==> config.mk <==
export PLATFORM = sky130hd
export DESIGN_NAME = intel_hex_record_decoder
export DESIGN_NICKNAME = d
export VERILOG_FILES = /design/src/hw/rtl/ihd_pkg.sv /design/src/hw/rtl/intel_hex_record_decoder.sv /design/src/hw/rtl/ihd_line.sv /design/src/hw/rtl/ihd_record.sv
export SDC_FILE = /design/constraint.sdc
export NUM_CORES = 1
export LEC_CHECK = 0
export ABC_AREA = 1
export BUFFER_PORTS_ARGS = -buffer_cell sky130_fd_sc_hd__clkbuf_2
export CAP_MARGIN = 40
export CORE_ASPECT_RATIO = 1.5
export CORE_MARGIN = 2
export CORE_UTILIZATION = 60
export DETAILED_ROUTE_END_ITERATION = 8
export PLACE_DENSITY_LB_ADDON = 0.2
export SYNTH_ARGS = -nofsm -noshare
export SYNTH_HDL_FRONTEND = slang
export SYNTH_SLANG_ARGS = --single-unit
export TNS_END_PERCENT = 50
==> constraint.sdc <==
create_clock -name i_clk -period 6 [get_ports i_clk]
set_input_delay 1.2 -clock i_clk [delete_from_list [all_inputs] [get_ports i_clk]]
set_output_delay 1.2 -clock i_clk [all_outputs]
set_load 0.01 [all_outputs]
==> src/hw/rtl/ihd_pkg.sv <==
// Shared types, codes and the hex digit decoder of the record decoder.
package ihd_pkg;

    typedef struct packed {
        logic [7:0] character;
        logic       line_end;
    } t_in_word;

    typedef struct packed {
        logic        kind;
        logic [7:0]  data_byte;
        logic [31:0] byte_address;
        logic [2:0]  status;
        logic [2:0]  accepted_type;
        logic        section_break;
        logic [31:0] record_start;
    } t_out_word;

    // Per-line summary handed from the line tracker to the record checker.
    typedef struct packed {
        logic        emit;
        logic [7:0]  data_byte;
        logic [7:0]  data_offset;
        logic [7:0]  count;
        logic [7:0]  rec_type;
        logic [15:0] offset;
        logic [15:0] extension;
        logic [7:0]  sum;
        logic [1:0]  flags;
        logic [9:0]  nbytes;
        logic [11:0] length;
    } t_line_info;

    typedef struct packed {
        logic       ok;
        logic [3:0] value;
    } t_nibble;

    localparam logic KIND_DATA   = 1'b0;
    localparam logic KIND_STATUS = 1'b1;

    localparam logic [2:0] ST_OK       = 3'd0;
    localparam logic [2:0] ST_HEADER   = 3'd1;
    localparam logic [2:0] ST_SIZE     = 3'd2;
    localparam logic [2:0] ST_CHAR     = 3'd3;
    localparam logic [2:0] ST_CHECKSUM = 3'd4;
    localparam logic [2:0] ST_TYPE     = 3'd5;
    localparam logic [2:0] ST_FORMAT   = 3'd6;

    localparam logic [7:0] REC_DATA    = 8'd0;
    localparam logic [7:0] REC_EXT_SEG = 8'd2;
    localparam logic [7:0] REC_EXT_LIN = 8'd4;
    localparam logic [7:0] REC_LAST    = 8'd5;

    localparam logic [9:0] IDX_COUNT  = 10'd0;
    localparam logic [9:0] IDX_OFF_HI = 10'd1;
    localparam logic [9:0] IDX_OFF_LO = 10'd2;
    localparam logic [9:0] IDX_TYPE   = 10'd3;
    localparam logic [9:0] IDX_EXT_HI = 10'd4;
    localparam logic [9:0] IDX_EXT_LO = 10'd5;
    localparam logic [9:0] IDX_DATA   = 10'd4;
    localparam logic [9:0] HDR_BYTES  = 10'd5;
    localparam logic [9:0] IDX_MAX    = 10'd1023;

    localparam logic [10:0] CHAR_MAX = 11'd2047;
    localparam logic [7:0]  COLON    = 8'h3A;
    localparam logic [7:0]  EXT_FORMAT_COUNT = 8'd2;

    function automatic t_nibble hex_decode(input logic [7:0] c);
        t_nibble r;
        r = '{ok: 1'b1, value: 4'd0};
        case (c) inside
            [8'h30:8'h39]: r.value = 4'(c - 8'h30);
            [8'h41:8'h46]: r.value = 4'(c - 8'h37);
            [8'h61:8'h66]: r.value = 4'(c - 8'h57);
            default:       r.ok    = 1'b0;
        endcase
        return r;
    endfunction

endpackage

==> src/hw/rtl/intel_hex_record_decoder.sv <==
// Intel HEX record decoder top level: input register, line tracker, record checker, result register.
// Each accepted word passes the input register, then the result register, which drives o_out_valid.
// Throughput: one character word per cycle; the input register advances whenever the
//   result register is empty or is being taken, so stalls cost only the cycles held.
// Reset (i_rst_n low, synchronous) clears the line state, address prefix, section
//   tracking, the checksum-skip register and both valid flags; no clearing pass.
module intel_hex_record_decoder #(
    parameter int MAX_LINE_CHARS = 1024
) (
    input  logic               i_clk,
    input  logic               i_rst_n,
    input  logic               i_in_valid,
    output logic               o_in_ready,
    input  ihd_pkg::t_in_word  i_in_word,
    output logic               o_out_valid,
    input  logic               i_out_ready,
    output ihd_pkg::t_out_word o_out_word,
    input  logic               i_cfg_we,
    input  logic               i_cfg_data
);
    import ihd_pkg::*;

    logic       r_ignore_checksum;
    logic       r_in_valid;
    t_in_word   r_in;
    logic       r_out_valid;
    t_out_word  r_out;

    logic       advance;
    t_line_info info;
    logic       res_valid;
    t_out_word  res_word;

    // Advance the held word when the result register is free or draining this cycle.
    assign advance    = r_in_valid && (!r_out_valid || i_out_ready);
    assign o_in_ready = !r_in_valid || advance;

    // Hold the checksum-skip bit; the user must write it only while the block is idle; the block does not enforce this.
    always_ff @(posedge i_clk) begin
        if (!i_rst_n) begin
            r_ignore_checksum <= 1'b0;
        end else if (i_cfg_we) begin
            r_ignore_checksum <= i_cfg_data;
        end
    end

    // Input register: take a new word whenever it is empty or the held one moves on.
    always_ff @(posedge i_clk) begin
        if (!i_rst_n) begin
            r_in_valid <= 1'b0;
        end else if (o_in_ready) begin
            r_in_valid <= i_in_valid;
        end
    end

    always_ff @(posedge i_clk) begin
        if (o_in_ready) begin
            r_in <= i_in_word;
        end
    end

    ihd_line u_line (
        .i_clk     (i_clk),
        .i_rst_n   (i_rst_n),
        .i_advance (advance),
        .i_word    (r_in),
        .o_info    (info)
    );

    ihd_record #(
        .MAX_LINE_CHARS (MAX_LINE_CHARS)
    ) u_record (
        .i_clk             (i_clk),
        .i_rst_n           (i_rst_n),
        .i_advance         (advance),
        .i_line_end        (r_in.line_end),
        .i_ignore_checksum (r_ignore_checksum),
        .i_info            (info),
        .o_valid           (res_valid),
        .o_word            (res_word)
    );

    // Result register: load on advance, drop valid once taken with nothing behind it.
    always_ff @(posedge i_clk) begin
        if (!i_rst_n) begin
            r_out_valid <= 1'b0;
        end else if (advance) begin
            r_out_valid <= res_valid;
        end else if (i_out_ready) begin
            r_out_valid <= 1'b0;
        end
    end

    always_ff @(posedge i_clk) begin
        if (advance) begin
            r_out <= res_word;
        end
    end

    assign o_out_valid = r_out_valid;
    assign o_out_word  = r_out;

    a_line_end_gives_status: assert property (@(posedge i_clk) disable iff (!i_rst_n)
        (advance && r_in.line_end) |=> (o_out_valid && o_out_word.kind == KIND_STATUS))
        else $error("line end word did not produce a status word");

    a_data_word_clean: assert property (@(posedge i_clk) disable iff (!i_rst_n)
        (o_out_valid && o_out_word.kind == KIND_DATA)
        |-> (o_out_word.status == ST_OK && o_out_word.accepted_type == 3'd0))
        else $error("data word carries status fields");

    a_stall_blocks_input: assert property (@(posedge i_clk) disable iff (!i_rst_n)
        (r_in_valid && r_out_valid && !i_out_ready) |-> !o_in_ready)
        else $error("input taken while both registers are full and stalled");

endmodule

==> src/hw/rtl/ihd_line.sv <==
// Per-line character tracker: digit pairing, header fields, checksum sum, error flags.
module ihd_line (
    input  logic                i_clk,
    input  logic                i_rst_n,
    input  logic                i_advance,
    input  ihd_pkg::t_in_word   i_word,
    output ihd_pkg::t_line_info o_info
);
    import ihd_pkg::*;

    logic [10:0] r_char_count, n_char_count;
    logic [3:0]  r_high_nibble, n_high_nibble;
    logic [9:0]  r_byte_index, n_byte_index;
    logic [7:0]  r_sum, n_sum;
    logic [7:0]  r_count, n_count;
    logic [7:0]  r_type, n_type;
    logic [15:0] r_offset, n_offset;
    logic [15:0] r_ext, n_ext;
    logic [1:0]  r_flags, n_flags;

    t_nibble     nib;
    logic [3:0]  nib_val;
    logic        decoding;
    logic        pair_done;
    logic [7:0]  pair_byte;
    logic [9:0]  data_pos;

    always_comb begin
        nib       = hex_decode(i_word.character);
        decoding  = (r_char_count != 11'd0) && (r_char_count != CHAR_MAX);
        nib_val   = nib.ok ? nib.value : 4'd0;
        pair_done = decoding && !r_char_count[0];
        pair_byte = {r_high_nibble, nib_val};
        data_pos  = r_byte_index - IDX_DATA;

        n_flags = r_flags;
        if (r_char_count == 11'd0 && i_word.character != COLON) begin
            n_flags[0] = 1'b1;
        end
        if (decoding && !nib.ok) begin
            n_flags[1] = 1'b1;
        end

        n_high_nibble = (decoding && r_char_count[0]) ? nib_val : r_high_nibble;
        n_sum         = pair_done ? r_sum + pair_byte : r_sum;
        n_count       = r_count;
        n_type        = r_type;
        n_offset      = r_offset;
        n_ext         = r_ext;
        if (pair_done) begin
            unique case (r_byte_index)
                IDX_COUNT:  n_count        = pair_byte;
                IDX_OFF_HI: n_offset[15:8] = pair_byte;
                IDX_OFF_LO: n_offset[7:0]  = pair_byte;
                IDX_TYPE:   n_type         = pair_byte;
                IDX_EXT_HI: n_ext[15:8]    = pair_byte;
                IDX_EXT_LO: n_ext[7:0]     = pair_byte;
                default: ;
            endcase
        end
        n_byte_index = (pair_done && r_byte_index != IDX_MAX) ? r_byte_index + 10'd1
                                                              : r_byte_index;
        n_char_count = (r_char_count != CHAR_MAX) ? r_char_count + 11'd1 : r_char_count;

        o_info.emit        = pair_done && !i_word.line_end && (n_flags == 2'b00)
                             && (n_type == REC_DATA) && (r_byte_index >= IDX_DATA)
                             && (data_pos < {2'b00, n_count});
        o_info.data_byte   = pair_byte;
        o_info.data_offset = data_pos[7:0];
        o_info.count       = n_count;
        o_info.rec_type    = n_type;
        o_info.offset      = n_offset;
        o_info.extension   = n_ext;
        o_info.sum         = n_sum;
        o_info.flags       = n_flags;
        o_info.nbytes      = n_byte_index;
        o_info.length      = {1'b0, r_char_count} + 12'd1;
    end

    // Clear the whole line state on the line-end word.
    always_ff @(posedge i_clk) begin
        if (!i_rst_n) begin
            r_char_count  <= '0;
            r_high_nibble <= '0;
            r_byte_index  <= '0;
            r_sum         <= '0;
            r_count       <= '0;
            r_type        <= '0;
            r_offset      <= '0;
            r_ext         <= '0;
            r_flags       <= '0;
        end else if (i_advance) begin
            if (i_word.line_end) begin
                r_char_count  <= '0;
                r_high_nibble <= '0;
                r_byte_index  <= '0;
                r_sum         <= '0;
                r_count       <= '0;
                r_type        <= '0;
                r_offset      <= '0;
                r_ext         <= '0;
                r_flags       <= '0;
            end else begin
                r_char_count  <= n_char_count;
                r_high_nibble <= n_high_nibble;
                r_byte_index  <= n_byte_index;
                r_sum         <= n_sum;
                r_count       <= n_count;
                r_type        <= n_type;
                r_offset      <= n_offset;
                r_ext         <= n_ext;
                r_flags       <= n_flags;
            end
        end
    end

endmodule

==> src/hw/rtl/ihd_record.sv <==
// Record checker: status at line end, address prefix and section tracking, result build.
module ihd_record #(
    parameter int MAX_LINE_CHARS = 1024
) (
    input  logic                i_clk,
    input  logic                i_rst_n,
    input  logic                i_advance,
    input  logic                i_line_end,
    input  logic                i_ignore_checksum,
    input  ihd_pkg::t_line_info i_info,
    output logic                o_valid,
    output ihd_pkg::t_out_word  o_word
);
    import ihd_pkg::*;

    localparam logic [11:0] MaxLen = 12'(MAX_LINE_CHARS);

    logic [31:0] r_prefix, n_prefix;
    logic        r_open, n_open;
    logic [31:0] r_next_addr, n_next_addr;

    logic [2:0]  status;
    logic [31:0] base;
    logic        accept_data;
    logic        fire;

    always_comb begin
        if (i_info.flags[0]) begin
            status = ST_HEADER;
        end else if (!i_info.length[0] || i_info.length > MaxLen) begin
            status = ST_SIZE;
        end else if (i_info.flags[1]) begin
            status = ST_CHAR;
        end else if (!i_ignore_checksum && i_info.sum != 8'd0) begin
            status = ST_CHECKSUM;
        end else if (i_info.nbytes < HDR_BYTES
                     || {2'b00, i_info.count} != i_info.nbytes - HDR_BYTES) begin
            status = ST_SIZE;
        end else if (i_info.rec_type > REC_LAST) begin
            status = ST_TYPE;
        end else if ((i_info.rec_type == REC_EXT_SEG || i_info.rec_type == REC_EXT_LIN)
                     && (i_info.count != EXT_FORMAT_COUNT || i_info.offset != 16'd0)) begin
            status = ST_FORMAT;
        end else begin
            status = ST_OK;
        end

        base        = r_prefix | {16'd0, i_info.offset};
        accept_data = (status == ST_OK) && (i_info.rec_type == REC_DATA);
        fire        = i_advance && i_line_end && (status == ST_OK);

        n_prefix    = r_prefix;
        n_open      = r_open;
        n_next_addr = r_next_addr;
        if (fire) begin
            if (i_info.rec_type == REC_DATA) begin
                n_open      = 1'b1;
                n_next_addr = base + {24'd0, i_info.count};
            end else if (i_info.rec_type == REC_EXT_SEG) begin
                n_prefix = {12'd0, i_info.extension, 4'd0};
            end else if (i_info.rec_type == REC_EXT_LIN) begin
                n_prefix = {i_info.extension, 16'd0};
            end
        end

        o_valid = i_line_end || i_info.emit;
        o_word  = '0;
        if (i_line_end) begin
            o_word.kind   = KIND_STATUS;
            o_word.status = status;
            if (status == ST_OK) begin
                o_word.accepted_type = i_info.rec_type[2:0];
            end
            if (accept_data) begin
                o_word.record_start  = base;
                o_word.section_break = r_open && (r_next_addr != base);
            end
        end else begin
            o_word.kind         = KIND_DATA;
            o_word.data_byte    = i_info.data_byte;
            o_word.byte_address = base + {24'd0, i_info.data_offset};
        end
    end

    always_ff @(posedge i_clk) begin
        if (!i_rst_n) begin
            r_prefix    <= '0;
            r_open      <= 1'b0;
            r_next_addr <= '0;
        end else begin
            r_prefix    <= n_prefix;
            r_open      <= n_open;
            r_next_addr <= n_next_addr;
        end
    end

    a_break_needs_open: assert property (@(posedge i_clk) disable iff (!i_rst_n)
        (o_valid && o_word.section_break) |-> r_open)
        else $error("section break reported with no open section");

    a_prefix_only_on_accept: assert property (@(posedge i_clk) disable iff (!i_rst_n)
        !fire |=> $stable(r_prefix) && $stable(r_next_addr))
        else $error("cross-line state changed without an accepted record");

    a_start_only_ok_data: assert property (@(posedge i_clk) disable iff (!i_rst_n)
        (o_valid && o_word.record_start != 32'd0) |-> accept_data && i_line_end)
        else $error("record start given for a record that is not an accepted data record");

endmodule

Word-level counts from Yosys, hierarchy flattened
Cells that the tools add are included.

storage, ports and cells
  output and inout port bits = 82
  logic and storage cells = 158
  register bits = 240

operators by class
  reductions and logical operators = 53
  bitwise gates (word level) = 2
  add/subtract/negate cells = 11
  equality and inequality tests = 13
  $lt $le $gt $ge = 11
  muxes and demuxes = 44

operator list
  kind                                                                                  number
  8-bit two-way mux                                                                     12
  32-bit by 8-bit adder with 32-bit output                                              2
  16-bit two-way mux                                                                    4
  32-bit two-way mux                                                                    2
  32-bit != test                                                                        1
  32-bit by 16-bit OR with 32-bit output                                                1
  4-bit two-way mux                                                                     6
  11-bit two-way mux                                                                    2
  1-bit logical AND                                                                     21
  3-bit two-way mux                                                                     7
  10-bit by 2-bit equality test with 1-bit output (second input constant)               2
  10-bit by 3-bit equality test with 1-bit output (second input constant)               2
  10-bit two-way mux                                                                    2
  10-bit by 3-bit subtractor with 10-bit output (second input constant)                 2
  8-bit by 7-bit greater-or-equal comparator with 1-bit output (second input constant)  2
  8-bit by 7-bit less-or-equal comparator with 1-bit output (second input constant)     2
  16-bit nonzero test                                                                   1
  11-bit by 1-bit adder with 12-bit output (second input constant)                      1
  12-bit by 11-bit > comparator with 1-bit output (second input constant)               1
  11-bit by 1-bit adder with 11-bit output (second input constant)                      1
  11-bit logical NOT                                                                    1
  11-bit != test (second input constant)                                                1
  11-bit nonzero test                                                                   1
  10-bit by 1-bit adder with 10-bit output (second input constant)                      1
  29 further kinds                                                                      56

Logic depth before layout (Yosys ltp)
  depth after elaboration = 21
  gate-level depth with buffers = 36

By module
Synthesis repeated with hierarchy kept, for this count alone.

unflattened totals
  cell total of the unflattened synthesis = 1923
  area, all modules = 14107.3 um^2

modules (own cells, without submodules)
  module                    times used  cells an instance  area each (um^2)  sequential area each (um^2)
  ihd_record                1           1037               6068.3            1221.2
  ihd_line                  1           781                5240.0            1661.6
  intel_hex_record_decoder  1           105                2798.9            2732.6

Worst setup path before layout
Ideal clock, no wire load.

  kind = reg-to-reg
  start = register u_line.r_char_count[0]
  end = register r_out, in the netlist o_out_word[65] (data pin)
  period minus slack after synthesis = 4.289 ns
  library setup time = 0.254 ns
  setup slack = 1.711 ns
  arrival = 4.035 ns
  stages on the path, launching flop included = 29
  cells stage by stage = dfxtp_1 > inv_1 > ha_1 > nand3_1 > inv_2 > nand2_2 > nand3_4 > buf_8 > nor2_4 > buf_6 > o21a_1 > ha_1 > inv_1 > fa_1 > o31ai_1 > nand2_1 > inv_1 > nor2_1 > o21bai_1 > nand2_1 > inv_1 > o21ai_0 > nand2_1 > nand3_1 > nor2_1 > inv_1 > nor2_1 > nand3_1 > o21a_1

RTL lines
  element                 RTL line                        text
  start, declared         ihd_line.sv:11                  logic [10:0] r_char_count, n_char_count;
  start signal, assigned  ihd_line.sv:104                 r_char_count <= n_char_count;
  end signal, assigned    intel_hex_record_decoder.sv:96  r_out <= res_word;
  end, declared           intel_hex_record_decoder.sv:27  t_out_word r_out;

==> report_table.html <==
<table>
<tr><th>Metric</th><th>Value</th></tr>
<tr><th colspan="2">Status</th></tr>
<tr><td>Run status</td><td>completed</td></tr>
<tr><th colspan="2">Worst setup path</th></tr>
<tr><td>Reg-to-reg setup timing slack</td><td>800 ps</td></tr>
<tr><td>Required time of the worst setup path</td><td>6260 ps</td></tr>
<tr><td>Worst r2r src</td><td>r_in[2]$_DFFE_PP_</td></tr>
<tr><td>Worst flop-to-flop path endpoint</td><td>o_out_word[57]$_SDFFCE_PP0P_</td></tr>
<tr><td>Worst Path Class, Setup</td><td>reg -&gt; reg</td></tr>
<tr><td>R2R cell count</td><td>28</td></tr>
<tr><td>Launching element type of the critical path</td><td>register</td></tr>
<tr><td>Critical Path End Type</td><td>register</td></tr>
<tr><td>Library cell contributing the largest single delay on the critical path</td><td>o21ai_0</td></tr>
<tr><td>Worst stage delay on the critical path</td><td>520 ps</td></tr>
<tr><td>Biggest fanout along the worst timing path</td><td>7</td></tr>
<tr><td>Data arrival time of the critical path</td><td>5460 ps</td></tr>
<tr><td>Library cell appearing most often on the critical path</td><td>inv_1</td></tr>
<tr><th colspan="2">Clock tree</th></tr>
<tr><td>Post-cts gate resize count</td><td>0</td></tr>
<tr><td>CTS tree</td><td>done</td></tr>
<tr><td>Number of post-CTS setup repair buffers</td><td>0</td></tr>
<tr><td>Clock latency on the worst-skew pair</td><td>530 ps</td></tr>
<tr><td>Total CTS buffers</td><td>23</td></tr>
<tr><td>Clock sink count</td><td>236</td></tr>
<tr><td>Master cell of the clock root buffer</td><td>clkbuf_16</td></tr>
<tr><td>Maximum buffer depth of the clock tree</td><td>3</td></tr>
<tr><td>Hold buffer count at cts</td><td>0</td></tr>
<tr><td>Maximum level of the CTS H-tree</td><td>1</td></tr>
<tr><td>Post-CTS clock slew at the launch and capture registers of the worst setup and hold paths</td><td>70 ps</td></tr>
<tr><th colspan="2">Synth</th></tr>
<tr><td>Post-synthesis instance area</td><td>13700 um2</td></tr>
<tr><td>Share of synthesized cell area in and, or, nand and nor gates</td><td>29.4%</td></tr>
<tr><td>Adder-cell area share of the yosys netlist</td><td>4.37%</td></tr>
<tr><td>Combinational family with the most area after synthesis</td><td>simple AND/OR/NAND/NOR gates</td></tr>
<tr><td>Count of cell types in the netlist</td><td>55</td></tr>
<tr><td>Xor and xnor fraction of the mapped netlist area</td><td>3.97%</td></tr>
<tr><td>Async set-or-reset flop fraction in the synthesized netlist</td><td>0%</td></tr>
<tr><td>Fraction of synthesized area in multiplexers</td><td>0%</td></tr>
<tr><td>EDFF count, synth</td><td>89</td></tr>
<tr><td>Synthesized-area fraction occupied by ao, oa, aoi and oai cells</td><td>11.8%</td></tr>
<tr><td>Dominant register cell in the synthesized netlist</td><td>dfxtp_1</td></tr>
<tr><td>Flop and latch count out of synthesis</td><td>236</td></tr>
<tr><td>Total nets after synthesis</td><td>1957</td></tr>
<tr><td>Synthesized area per cell</td><td>7.22 um2</td></tr>
<tr><td>Portion of the post-synthesis area used by sequential elements</td><td>41.0%</td></tr>
<tr><td>Post-Syn Instances</td><td>1896</td></tr>
<tr><td>Count of warnings emitted by yosys</td><td>0</td></tr>
<tr><th colspan="2">Placement</th></tr>
<tr><td>Sum of net half-perimeters after detailed placement</td><td>28700 um</td></tr>
<tr><td>Gp weighted congestion</td><td>0.985</td></tr>
<tr><td>Port bufs</td><td>96</td></tr>
<tr><td>Post-detailed-placement cell area</td><td>14300 um2</td></tr>
<tr><td>Worst setup slack before clock tree synthesis</td><td>879 ps</td></tr>
<tr><th colspan="2">Timing</th></tr>
<tr><td>Least setup slack across all paths after layout</td><td>795 ps</td></tr>
<tr><td>Fraction of the cycle the final worst path needs</td><td>86.7%</td></tr>
<tr><td>Least-Margin Pin Slew</td><td>808 ps</td></tr>
<tr><td>Layout Skew</td><td>12.0 ps</td></tr>
<tr><td>Final-report hold violation count</td><td>0</td></tr>
<tr><td>Total count of max-transition violations in the final report</td><td>0</td></tr>
<tr><td>Unrepaired setup endpoints after global routing</td><td>no</td></tr>
<tr><td>Maximum clock rate</td><td>0.192 GHz</td></tr>
<tr><td>Relative slew margins</td><td>45.9%</td></tr>
<tr><td>Finish-stage setup viols</td><td>0</td></tr>
<tr><td>Setup total negative slack</td><td>0 ps</td></tr>
<tr><td>Final worst path period need</td><td>5200 ps</td></tr>
<tr><td>Worst hold slack</td><td>458 ps</td></tr>
<tr><th colspan="2">Global routing</th></tr>
<tr><td>Pin count of the biggest net entering global routing</td><td>65</td></tr>
<tr><td>Tot GR Track Use</td><td>32.0%</td></tr>
<tr><td>First-pass GRT wire length</td><td>60800 um</td></tr>
<tr><td>Remaining global-route overflow</td><td>0</td></tr>
<tr><td>Via count of the first global-routing pass</td><td>11807</td></tr>
<tr><td>Number of antenna violations at the first check in global routing</td><td>0</td></tr>
<tr><th colspan="2">Detailed routing</th></tr>
<tr><td>Total length of routed met3 wires</td><td>1850 um</td></tr>
<tr><td>DR WL met2</td><td>20200 um</td></tr>
<tr><td>Routed met1 length</td><td>14400 um</td></tr>
<tr><td>Detailed Routing Iterations Pass 1</td><td>8</td></tr>
<tr><td>Routed wire length</td><td>39200 um</td></tr>
<tr><td>Uppermost layer routed</td><td>met4</td></tr>
<tr><td>Vias</td><td>12542</td></tr>
<tr><td>Per-cell via count in the routed design</td><td>5.55</td></tr>
<tr><td>Number of routed nets with antenna violations</td><td>0</td></tr>
<tr><td>Violation count after the first detailed-route iteration</td><td>828</td></tr>
<tr><td>Average wire per cell in the routed design</td><td>17.3 um</td></tr>
<tr><td>Number of design rule violations left after detail routing</td><td>0</td></tr>
<tr><th colspan="2">Die</th></tr>
<tr><td>Chip Height</td><td>189 um</td></tr>
<tr><td>Die area</td><td>24100 um2</td></tr>
<tr><td>Initial Utilization</td><td>61.1%</td></tr>
<tr><td>Row count</td><td>67</td></tr>
<tr><td>Area of the core</td><td>22400 um2</td></tr>
<tr><td>Number of top-level pins</td><td>97</td></tr>
<tr><td>Die outline width</td><td>127 um</td></tr>
<tr><th colspan="2">Layout</th></tr>
<tr><td>Number of nets in the layout</td><td>2027</td></tr>
<tr><td>Total inserted antenna cells</td><td>0</td></tr>
<tr><td>Fraction of final layout cells with drive strength greater than 1</td><td>11.5%</td></tr>
<tr><td>Synth-to-layout area growth</td><td>10.4%</td></tr>
<tr><td>Post-route cell area</td><td>15100 um2</td></tr>
<tr><th colspan="2">Power and ir drop</th></tr>
<tr><td>Worst-case vdd ir drop</td><td>242 uV</td></tr>
<tr><td>Static leakage power</td><td>6.79 nW</td></tr>
<tr><td>Total Power Consumption</td><td>3.52 mW</td></tr>
<tr><td>PD cells</td><td>233 nW/um2</td></tr>
<tr><th colspan="2">Worst hold path</th></tr>
<tr><td>Number of stages on the worst hold path</td><td>2</td></tr>
<tr><td>Worst hold path type</td><td>reg -&gt; reg</td></tr>
<tr><td>Beginning of the worst hold path</td><td>u_record.r_open$_SDFFE_PN0P_</td></tr>
<tr><td>Worst hold path endpoint</td><td>u_record.r_open$_SDFFE_PN0P_</td></tr>
<tr><th colspan="2">Run</th></tr>
<tr><td>Total of max-cap violations</td><td>0</td></tr>
</table>
-- placed cells by master, fill, tap and decap left out, drive strengths merged, types with 4 or more instances in the layout --
cell	synthesis	layout
nor2	258	258
clkbuf	40	123
ha	43	43
a21oi	130	130
o21a	5	5
or2	28	28
a211oi	4	4
dfxtp	147	147
edfxtp	89	89
nor3	36	36
nor4	7	7
buf	27	16
o22ai	5	5
clkinv	2	12
o21ai	119	119
o2111ai	4	4
inv	248	248
a2bb2oi	8	8
xor2	47	47
bufinv	0	4
a221oi	4	4
nand4	28	28
xnor2	15	15
nand3	81	81
a31oi	5	5
nand2	501	501
-- layer usage --
layer / up-vias / GRT usage (%)
li1: 6243 / -
met1: 5726 / 34.3
met2: 443 / 59.3
met3: 130 / 3.42
met4: 0 / 19.9
met5: - / 0
-- through the flow --
stage	instances	utilization (%)
after global placement	2215	63.7
after CTS	2259	67.5
after floorplan	1896	-
final	2259	67.5
after detailed placement	2217	64.0
after global routing	2259	67.5
-- state kept, by name, summed over array words and instances, names as in the netlist, 9 cells and up --
signal	cells
u_record.r_prefix	28
u_line.r_char_count	11
o_out_word	80
u_record.r_next_addr	32
r_in	9
u_line.r_ext	16
u_line.r_offset	16
u_line.r_byte_index	10
-- cell usage after synthesis (5+ instances only) --
library cell / count / area share (%)
nor4_1: 7 / 0.32
ha_1: 43 / 3.9
o21ai_2: 6 / 0.38
or2_2: 25 / 1.1
xor2_1: 47 / 3.0
nand2_2: 12 / 0.55
a31oi_1: 5 / 0.23
xnor2_1: 15 / 0.96
inv_2: 9 / 0.25
buf_6: 7 / 0.58
clkbuf_1: 40 / 1.1
edfxtp_1: 89 / 20
dfxtp_1: 147 / 22
o21a_1: 5 / 0.27
a21oi_1: 128 / 4.7
nor2_4: 6 / 0.49
o22ai_1: 5 / 0.23
buf_4: 7 / 0.38
nand2_1: 488 / 13
nor3_1: 34 / 1.2
nor2_2: 6 / 0.27
o21ai_1: 34 / 1.2
buf_2: 11 / 0.40
nor2_1: 246 / 6.7
nand3_1: 77 / 2.8
a2bb2oi_1: 8 / 0.51
o21ai_0: 79 / 2.9
inv_1: 239 / 6.6
nand4_1: 27 / 1.2
-- worst max-delay path, delay by kind of cell, from the launching register on --
kind	cells	cell delay [ps]
compound gates	7	1560
fa+ha+maj	3	760
buf+inv	7	810
flops	1	450
simple gates	11	1330
-- power by group --
group          internal [mW]  total (mW)  leakage [nW]  switching, mW
Combinational         0.0841       0.292          4.35          0.208
Sequential              1.69        1.70          2.06         0.0156
Clock                  0.890        1.53         0.384          0.636
-- final cells by class --
| class | instances | area [um2] |
|---|---|---|
| fillers | 1975 | 7280 |
| multi-input cells | 1343 | 6780 |
| flip-flops and latches | 236 | 5620 |
| inverters | 250 | 940 |
| repair buffers | 112 | 641 |
| clock buffers | 27 | 601 |
| well taps | 276 | 345 |
| clock inverters | 15 | 181 |
-- logic make-up after synthesis --
kind of cell / after synthesis
buf+inv: 317
flops: 236
fa+ha+maj: 46
compound gates: 292
xor+xnor: 62
simple gates: 943
-- how the worst max path moves through the flow --
stage	slack, ps	startpoint	end	depth (start not counted)
after floorplan	1710	u_line.r_char_count[0]$_SDFFE_PN0P_	o_out_word[65]$_SDFFCE_PP0P_	28
after detailed placement	880	r_in[2]$_DFFE_PP_	o_out_word[57]$_SDFFCE_PP0P_	28
after global placement	1070	r_in[2]$_DFFE_PP_	o_out_word[65]$_SDFFCE_PP0P_	27
after global routing	180	r_in[2]$_DFFE_PP_	o_out_word[57]$_SDFFCE_PP0P_	28
after CTS	860	r_in[2]$_DFFE_PP_	o_out_word[57]$_SDFFCE_PP0P_	28
final	800	r_in[2]$_DFFE_PP_	o_out_word[57]$_SDFFCE_PP0P_	28
Power figures use the tool's default switching activity.
